[src/rtl/core/circular_first_fit_allocator_assert.svh]
// Assertion macros used by the allocator RTL.
`ifndef CIRCULAR_FIRST_FIT_ALLOCATOR_ASSERT_SVH
`define CIRCULAR_FIRST_FIT_ALLOCATOR_ASSERT_SVH

// Same-cycle implication, checked outside reset.
`define CFFA_ASSERT_NOW(label, clk, rst_n, ante, cons, msg) \
  label: assert property (@(posedge clk) disable iff (!rst_n) (ante) |-> (cons)) \
    else $error(msg);

// Next-cycle implication, checked outside reset.
`define CFFA_ASSERT_NEXT(label, clk, rst_n, ante, cons, msg) \
  label: assert property (@(posedge clk) disable iff (!rst_n) (ante) |=> (cons)) \
    else $error(msg);

`endif

[src/rtl/core/cffa_pkg.sv]
// Types, constants and control ROM for the circular first-fit allocator.
package cffa_pkg;

  localparam int ARENA_WORDS = 4096;
  localparam int ADDR_W      = $clog2(ARENA_WORDS);
  localparam int NEED_W      = ADDR_W + 1;
  localparam int GUARD_W     = ADDR_W + 1;
  localparam int WALK_LIMIT  = 2 * ARENA_WORDS + 4;
  localparam int STEPS_W     = $clog2(WALK_LIMIT + 2);
  localparam int STEP_W      = 4;

  localparam logic [ADDR_W-1:0]  SENTINEL   = ADDR_W'(ARENA_WORDS - 1);
  localparam logic [GUARD_W-1:0] GUARD_MAX  = GUARD_W'(ARENA_WORDS);
  localparam logic [STEPS_W-1:0] STEPS_MAX  = STEPS_W'(WALK_LIMIT);

  localparam logic OP_ALLOC = 1'b0;
  localparam logic OP_FREE  = 1'b1;

  typedef struct packed {
    logic              op;
    logic [ADDR_W-1:0] size_words;
    logic [ADDR_W-1:0] address;
  } cffa_in_t;

  typedef struct packed {
    logic              ok;
    logic [ADDR_W-1:0] result_address;
  } cffa_out_t;

  typedef struct packed {
    logic              busy;
    logic [ADDR_W-1:0] next;
  } cffa_hdr_t;

  localparam int HDR_W = $bits(cffa_hdr_t);

  typedef logic [STEP_W-1:0] cffa_step_t;

  localparam cffa_step_t S_CLR   = 4'd0;
  localparam cffa_step_t S_IDLE  = 4'd1;
  localparam cffa_step_t S_DISP  = 4'd2;
  localparam cffa_step_t S_EVP   = 4'd3;
  localparam cffa_step_t S_RDQ   = 4'd4;
  localparam cffa_step_t S_EVQ   = 4'd5;
  localparam cffa_step_t S_FIT   = 4'd6;
  localparam cffa_step_t S_TAKE  = 4'd7;
  localparam cffa_step_t S_ADV   = 4'd8;
  localparam cffa_step_t S_FAIL  = 4'd9;
  localparam cffa_step_t S_F_CHK = 4'd10;
  localparam cffa_step_t S_F_WR  = 4'd11;
  localparam cffa_step_t S_F_BAD = 4'd12;
  localparam cffa_step_t S_DONE  = 4'd13;

  typedef enum logic [3:0] {
    C_NEVER,
    C_ALWAYS,
    C_NO_ACCEPT,
    C_OUT_BUSY,
    C_CLR_MORE,
    C_IS_FREE,
    C_P_BUSY,
    C_MERGE_MORE,
    C_NO_FIT,
    C_WALK_ON,
    C_FREE_BAD
  } cffa_cond_t;

  typedef enum logic [3:0] {
    ACT_NONE,
    ACT_CLR,
    ACT_ACCEPT,
    ACT_LOAD_Q,
    ACT_MERGE,
    ACT_FIT,
    ACT_TAKE,
    ACT_ADV,
    ACT_FAIL,
    ACT_FREE_OK,
    ACT_EMIT
  } cffa_act_t;

  typedef enum logic [3:0] {
    MEM_NONE,
    MEM_RD_P,
    MEM_RD_Q,
    MEM_RD_F,
    MEM_WR_MERGE,
    MEM_WR_CUT,
    MEM_WR_TAKE,
    MEM_WR_FREE,
    MEM_WR_CLR
  } cffa_mem_t;

  typedef struct packed {
    cffa_act_t  act;
    cffa_mem_t  mem;
    cffa_cond_t hold;
    cffa_cond_t jmp;
    cffa_step_t target;
  } cffa_ctrl_t;

  typedef struct packed {
    logic accept;
    logic out_busy;
    logic clr_more;
    logic is_free;
    logic p_busy;
    logic merge_more;
    logic no_fit;
    logic walk_on;
    logic free_bad;
  } cffa_flags_t;

  // Header contents right after reset.
  function automatic cffa_hdr_t hdr_reset(input logic [ADDR_W-1:0] idx);
    cffa_hdr_t h;
    h = '{busy: 1'b0, next: '0};
    if (idx == '0) begin
      h.next = SENTINEL;
    end else if (idx == SENTINEL) begin
      h.busy = 1'b1;
    end
    return h;
  endfunction

  // Microprogram: one control word per step.
  function automatic cffa_ctrl_t ucode_word(input cffa_step_t step);
    cffa_ctrl_t w;
    w = '{act: ACT_NONE, mem: MEM_NONE, hold: C_NEVER, jmp: C_NEVER, target: S_IDLE};
    case (step)
      S_CLR: begin
        w.act  = ACT_CLR;
        w.mem  = MEM_WR_CLR;
        w.hold = C_CLR_MORE;
      end
      S_IDLE: begin
        w.act  = ACT_ACCEPT;
        w.hold = C_NO_ACCEPT;
      end
      S_DISP: begin
        w.mem    = MEM_RD_P;
        w.jmp    = C_IS_FREE;
        w.target = S_F_CHK;
      end
      S_EVP: begin
        w.act    = ACT_LOAD_Q;
        w.jmp    = C_P_BUSY;
        w.target = S_ADV;
      end
      S_RDQ: begin
        w.mem = MEM_RD_Q;
      end
      S_EVQ: begin
        w.act    = ACT_MERGE;
        w.mem    = MEM_WR_MERGE;
        w.jmp    = C_MERGE_MORE;
        w.target = S_RDQ;
      end
      S_FIT: begin
        w.act    = ACT_FIT;
        w.mem    = MEM_WR_CUT;
        w.jmp    = C_NO_FIT;
        w.target = S_ADV;
      end
      S_TAKE: begin
        w.act    = ACT_TAKE;
        w.mem    = MEM_WR_TAKE;
        w.jmp    = C_ALWAYS;
        w.target = S_DONE;
      end
      S_ADV: begin
        w.act    = ACT_ADV;
        w.jmp    = C_WALK_ON;
        w.target = S_DISP;
      end
      S_FAIL: begin
        w.act    = ACT_FAIL;
        w.jmp    = C_ALWAYS;
        w.target = S_DONE;
      end
      S_F_CHK: begin
        w.mem    = MEM_RD_F;
        w.jmp    = C_FREE_BAD;
        w.target = S_F_BAD;
      end
      S_F_WR: begin
        w.act    = ACT_FREE_OK;
        w.mem    = MEM_WR_FREE;
        w.jmp    = C_ALWAYS;
        w.target = S_DONE;
      end
      S_F_BAD: begin
        w.act = ACT_FAIL;
      end
      S_DONE: begin
        w.act    = ACT_EMIT;
        w.hold   = C_OUT_BUSY;
        w.jmp    = C_ALWAYS;
        w.target = S_IDLE;
      end
      default: begin
        w.jmp    = C_ALWAYS;
        w.target = S_IDLE;
      end
    endcase
    return w;
  endfunction

endpackage

[src/rtl/core/cffa_seq.sv]
// Microsequencer: step counter, control ROM and conditional jumps.
module cffa_seq (
  input  logic                 clk,
  input  logic                 rst_n,
  input  cffa_pkg::cffa_flags_t flags,
  output cffa_pkg::cffa_ctrl_t  ctrl
);

  cffa_pkg::cffa_step_t step_r;
  cffa_pkg::cffa_step_t step_nxt;

  function automatic logic cond_hit(input cffa_pkg::cffa_cond_t c,
                                    input cffa_pkg::cffa_flags_t f);
    logic hit;
    case (c)
      cffa_pkg::C_NEVER:      hit = 1'b0;
      cffa_pkg::C_ALWAYS:     hit = 1'b1;
      cffa_pkg::C_NO_ACCEPT:  hit = !f.accept;
      cffa_pkg::C_OUT_BUSY:   hit = f.out_busy;
      cffa_pkg::C_CLR_MORE:   hit = f.clr_more;
      cffa_pkg::C_IS_FREE:    hit = f.is_free;
      cffa_pkg::C_P_BUSY:     hit = f.p_busy;
      cffa_pkg::C_MERGE_MORE: hit = f.merge_more;
      cffa_pkg::C_NO_FIT:     hit = f.no_fit;
      cffa_pkg::C_WALK_ON:    hit = f.walk_on;
      cffa_pkg::C_FREE_BAD:   hit = f.free_bad;
      default:                hit = 1'b0;
    endcase
    return hit;
  endfunction

  always_comb begin
    ctrl = cffa_pkg::ucode_word(step_r);
    if (cond_hit(ctrl.hold, flags)) begin
      step_nxt = step_r;
    end else if (cond_hit(ctrl.jmp, flags)) begin
      step_nxt = ctrl.target;
    end else begin
      step_nxt = step_r + cffa_pkg::cffa_step_t'(1);
    end
  end

  always_ff @(posedge clk) begin
    if (!rst_n) begin
      step_r <= cffa_pkg::S_CLR;
    end else begin
      step_r <= step_nxt;
    end
  end

endmodule

[config.mk]
export PLATFORM = sky130hd
export DESIGN_NAME = cffa_seq
export DESIGN_NICKNAME = d
export VERILOG_FILES = /design/src/rtl/core/circular_first_fit_allocator_assert.svh /design/src/rtl/core/cffa_pkg.sv /design/src/rtl/core/cffa_seq.sv
export SDC_FILE = /design/constraint.sdc
export NUM_CORES = 1
export LEC_CHECK = 0
export ABC_CLOCK_PERIOD_IN_PS = 5200
export BUFFER_PORTS_ARGS = -buffer_cell sky130_fd_sc_hd__buf_2
export CAP_MARGIN = 10
export CORE_MARGIN = 2
export CORE_UTILIZATION = 54
export CTS_CLUSTER_DIAMETER = 120
export DETAILED_ROUTE_END_ITERATION = 10
export MAX_ROUTING_LAYER = met4
export PLACE_DENSITY_LB_ADDON = 0.12
export SYNTH_ARGS = -nofsm -noshare
export SYNTH_HDL_FRONTEND = slang
export SYNTH_SLANG_ARGS = --single-unit
[constraint.sdc]
create_clock -name clk -period 5.2 [get_ports clk]
set_input_delay 0.52 -clock clk [delete_from_list [all_inputs] [get_ports clk]]
set_output_delay 0.52 -clock clk [all_outputs]
set_load 0.02 [all_outputs]
# Word-level counts from Yosys, hierarchy flattened
# Cells that the tools add are included.
word_totals:
  out_inout_bits: 20
  regBits: 4
op_classes:
  n_eq_ne: 33
  n_mux: 8
  n_reduce_logical: 5
  add_sub_neg: 1
ops:
  columns: ["cell", "count"]
  rows:
  - ["8-bit case mux with 8 select lines", 1]
  - ["4-bit by 3-bit equality test with 1-bit output, second input constant", 12]
  - ["4-bit equality test, second input constant", 12]
  - ["4-bit case mux with 10 select lines", 1]
  - ["4-bit case mux with 8 select lines", 1]
  - ["4-bit by 2-bit equality test with 1-bit output, second input constant", 6]
  - ["1-bit case mux with 10 select lines", 2]
  - ["4-bit by 1-bit equality test with 1-bit output, second input constant", 3]
  - ["3-bit case mux with 3 select lines", 1]
  - ["4-bit by 1-bit adder with 4-bit output, second input constant", 1]
  - ["4-bit logical NOT", 1]
  - ["4-bit 2-to-1 mux", 1]
  - ["4-bit OR reduction", 1]
  - ["3-bit OR reduction", 1]
  - ["2-bit OR reduction", 1]
  - ["1-bit logical NOT", 1]
  - ["1-bit 2-to-1 mux", 1]

# Depth between registers and ports, before layout
logic_depth:
  word_depth: 7
  depth_mapped: 11
  mapped_depth_nobuf: 10

# Worst setup path before layout
# No wires, ideal clock.
synth_timing:
  path_type: "register -> register"
  startpoint: "reg step_r[0]"
  endpoint: "reg step_r[0]"
  path_slack_ns: 2.821
  setup_time_ns: 0.074
  path_buffers: 0
  required_ns: 5.126
  path_stages_with_launch: 10
  t_arrival_ns: 2.305
  synth_period_minus_slack_ns: 2.379
  cell_sequence: "dfxtp_1 inv_1 ha_1 nor2b_1 o211a_1 o311a_1 o21ai_1 o2111ai_4 or3_1 a31oi_1"
synth_via:
  elab_chain_len: 7
  word_cells_on_any_way: 43
synth_rtl:
  columns: ["item", "line_no", "text"]
  rows:
  - ["start, declared", "cffa_seq.sv:9", "cffa_pkg::cffa_step_t step_r;"]
  - ["start signal, assigned", "cffa_seq.sv:45", "step_r <= cffa_pkg::S_CLR;"]
  - ["start signal, assigned", "cffa_seq.sv:47", "step_r <= step_nxt;"]
  - ["4-bit by 1-bit equality test with 1-bit output, or another cell as far along", "cffa_pkg.sv:130", "case (step)"]
  - ["4-bit OR reduction (no source line) or 3-bit OR reduction (tied branches)", null, null]
  - ["8-bit case mux with 8 select lines", "cffa_pkg.sv:130", null]
  - ["4-bit equality test, or another cell as far along", "cffa_seq.sv:15", "case (c)"]
  - ["1-bit case mux with 10 select lines", "cffa_seq.sv:15", null]
  - ["1-bit 2-to-1 mux", "cffa_seq.sv:34", "if (cond_hit(ctrl.hold, flags)) begin"]
  - ["4-bit 2-to-1 mux", "cffa_seq.sv:36", "end else if (cond_hit(ctrl.jmp, flags)) begin"]
# Parallel ways exist; a longest one is shown, timed or not. The select of a mux whose other input is x is not followed.
# A chain may end at the register's enable or synchronous reset.

# Worst setup path in the final report
layout_timing:
  startpoint: "reg step_r[3]"
  endpoint: "reg step_r[0]"
# The elaborated chain is that of the path after synthesis.

==> results.md <==
- Starting Density: 58.9%
- Synthesized flop and latch total: 4
- CP endpoint kind: register
- DIE AREA: 2050 sq um
- Post CTS Setup Buffer Count: 0
- Mapped Nets: 144
- Setup_tns: 0 ns
- Switching share of power: 60.1%
- Num CTS Buffers: 3
- Fin Clk Skew: 0.00221 ns
- Clk buf depth: 2
- Power density over cell area: 782 nW/um^2
- GRT Residual Overflow: 0
- First-pass GRT wire length: 3910 microns
- Cts hold-fix bufs: 0
- Gpl congestion: 0.980
- Async S/R FF share, synth: 0%
- Layout area overhead: 13.4%
- CTS clk-pin slew, worst paths: 0.04 ns
- Post-synthesis cell area: 918 sq um
- Critical path peak fanout: 31
- WHS Path Cells: 2
- Total Nets Final: 166
- Cells after synthesis: 129
- Pint: 0.325 mW
- Largest net degree at the start of global routing: 32
- Clock power share: 4.6%
- WP data arrival: 3.09 ns
- Pleak: 0.482 nW
- Clock Tree Root: clkbuf_4
- Final period utilization: 56.4%
- Initial DRT Pass Iterations: 4
- Reg-to-Reg End: step_r[0]$_SDFFE_PN0N_
- Mean number of vias per cell: 6.58
- YS warnings: 0
- Hold Path Origin: step_r[0]$_SDFFE_PN0N_
- Status: complete, no violations
- Initial DRC Count: 40
- TritonCTS clock tree: yes
- Reg-to-reg critical path startpoint: step_r[3]$_SDFFE_PN0N_
- Routed length per instance: 15.5 microns
- Ant diodes: 0
- Latest clock arrival within the worst-skew pair: 0.23 ns
- Vias: 1,085
- RSZ-0062 raised after global routing: no
- # clock sinks: 4
- Main synth FF type: dfxtp_1
- Drt total wl: 2560 microns
- Vias in the first global route: 940
- Rel. slew slack: 35.6%
- Resize count post-CTS: 0
- Fin. Hold Viols: 0
- Hpwl dp: 1830 microns
- Post-synth EDFFs: 0
- Kind of critical path: reg2reg
- Tmin final: 2.93 ns
- Hold Path Sink: step_r[0]$_SDFFE_PN0N_
- Drt drc: 0
- Max reg flops: 4
- Worst Reg-to-Reg Cells: 7
- Worst-Margin Slew: 0.965 ns
- # setup viols final: 0
- Gate power share: 84.0%
- Sequential share of the synthesized area: 8.72%
- Final Max Tran Viols: 0
- Biggest register: step_r
- WHS: 0.545 ns
- I/O pin count: 31
- Initial antenna violation count: 0
- Chip Height: 45.2 microns
- Biggest regs: step_r: 4 flops
- Post-synth cell types: 54
- R2R setup slack: 2.27 ns
- Maxcap violations: 0
- CP startpoint kind: register
- Layout cells sized above 1: 26.8%
- GRT Total Usage: 26.4%
- Sequential Power Share: 11.4%
- ANT nets after route: 0
- F_max: 341 MHz
- # rows: 14
- H-tree depth: 1
- Syn avg cell area: 7.12 sq um
- Hold/Removal Path Class: reg2reg
- Required time of the worst setup path: 5.35 ns
- Core ar.: 1560 sq um
- Die Width: 45.2 microns
- Net switching power: 0.489 mW
- PortBufs: 29
- Worst VDD drop: 0.000591 V
==> layer usage <==
layer | vias up | part of all wire, % | track usage (%)
li1 | 536 | - | -
met2 | 52 | 46 | 40.9
met3 | 2 | 7.6 | 3.60
met4 | 0 | 0.78 | 12.4
met5 | - | 0 | -
met1 | 495 | 45 | 33.7
==> worst max path at each step <==
stage	slack, ns	start	to
5_1_grt	2.17	step_r[3]$_SDFFE_PN0N_	step_r[0]$_SDFFE_PN0N_
3_5_place_dp	2.38	step_r[3]$_SDFFE_PN0N_	step_r[0]$_SDFFE_PN0N_
3_3_place_gp	2.38	step_r[3]$_SDFFE_PN0N_	step_r[0]$_SDFFE_PN0N_
2_1_floorplan	2.82	step_r[0]$_SDFFE_PN0N_	step_r[0]$_SDFFE_PN0N_
6_report	2.27	step_r[3]$_SDFFE_PN0N_	step_r[0]$_SDFFE_PN0N_
4_1_cts	2.37	step_r[0]$_SDFFE_PN0N_	step_r[0]$_SDFFE_PN0N_
==> through the flow <==
step	setup WS (ns)	instance area (sq um)	utilization, %	power [mW]	std cells
3_5_place_dp	2.38	1020	65.3	0.765	162
6_report	2.27	1040	66.8	0.814	165
5_1_grt	2.17	1040	66.8	0.872	165
3_3_place_gp	2.38	1020	65.3	0.753	162
2_1_floorplan	2.82	918	-	0.621	129
4_1_cts	2.37	1040	66.8	0.807	165
==> kinds of logic (layout without fill, tap and decap cells) <==
kind of cell / after synthesis / in the layout / share of synthesized area [%]
muxes: 3 / 3 / 3.27
xor gates and xnor gates: 1 / 1 / 0.954
AOI/OAI and AO/OA: 47 / 47 / 41.7
and+or+nand+nor: 49 / 49 / 29.2
other: 1 / 1 / 0.408
DFF: 4 / 4 / 8.72
buffers and inverters: 20 / 40 / 10.4
adders and majority gates: 4 / 4 / 5.45
==> cell usage in the layout, fill, tap and decap left out, types with 5 or more instances in the layout <==
cell type,n
buf_2,29
nor2_1,11
nand3_1,8
inv_1,6
nor3_1,5
a21oi_1,5
==> layout make-up <==
cell class	count	area, sq um
Clock buffer	3	22.5
Sequential cell	4	80.1
Timing Repair Buffer	29	145
Inverter	8	30.0
Fill cell	138	518
Tap cell	16	20.0
Multi-Input combinational cell	105	743
==> cells in the mapped netlist (4+ instances only) <==
library cell | count | share of area, %
buf_4 | 4 | 3.3
nor2_1 | 11 | 4.5
dfxtp_1 | 4 | 8.7
nor2b_1 | 4 | 2.7
a211oi_1 | 4 | 3.3
buf_2 | 4 | 2.2
o211ai_1 | 4 | 3.3
nand3_1 | 8 | 4.4
a21oi_1 | 5 | 2.7
ha_1 | 4 | 5.4
nand2_1 | 4 | 1.6
inv_1 | 6 | 2.5
nor3_1 | 5 | 2.7
==> power by group through the flow <==
stage	combinational [mW]	clock [mW]	sequential [mW]
global route	0.733	0.0427	0.0965
finish	0.684	0.0378	0.0924
global placement	0.663	0	0.0899
CTS	0.677	0.0408	0.0898
floorplan	0.566	0	0.0548
detailed placement	0.675	0	0.0906
==> worst max-delay path: stages (launching register included) <==
cell and delay (ns):
dfxtp_1 0.95, nor2b_1 0.26, o211a_1 0.32, o311a_1 0.36
o21ai_1 0.21, o2111ai_4 0.22, or3_1 0.36, a31oi_1 0.18
Note: power is estimated with default switching activity, not from simulation.
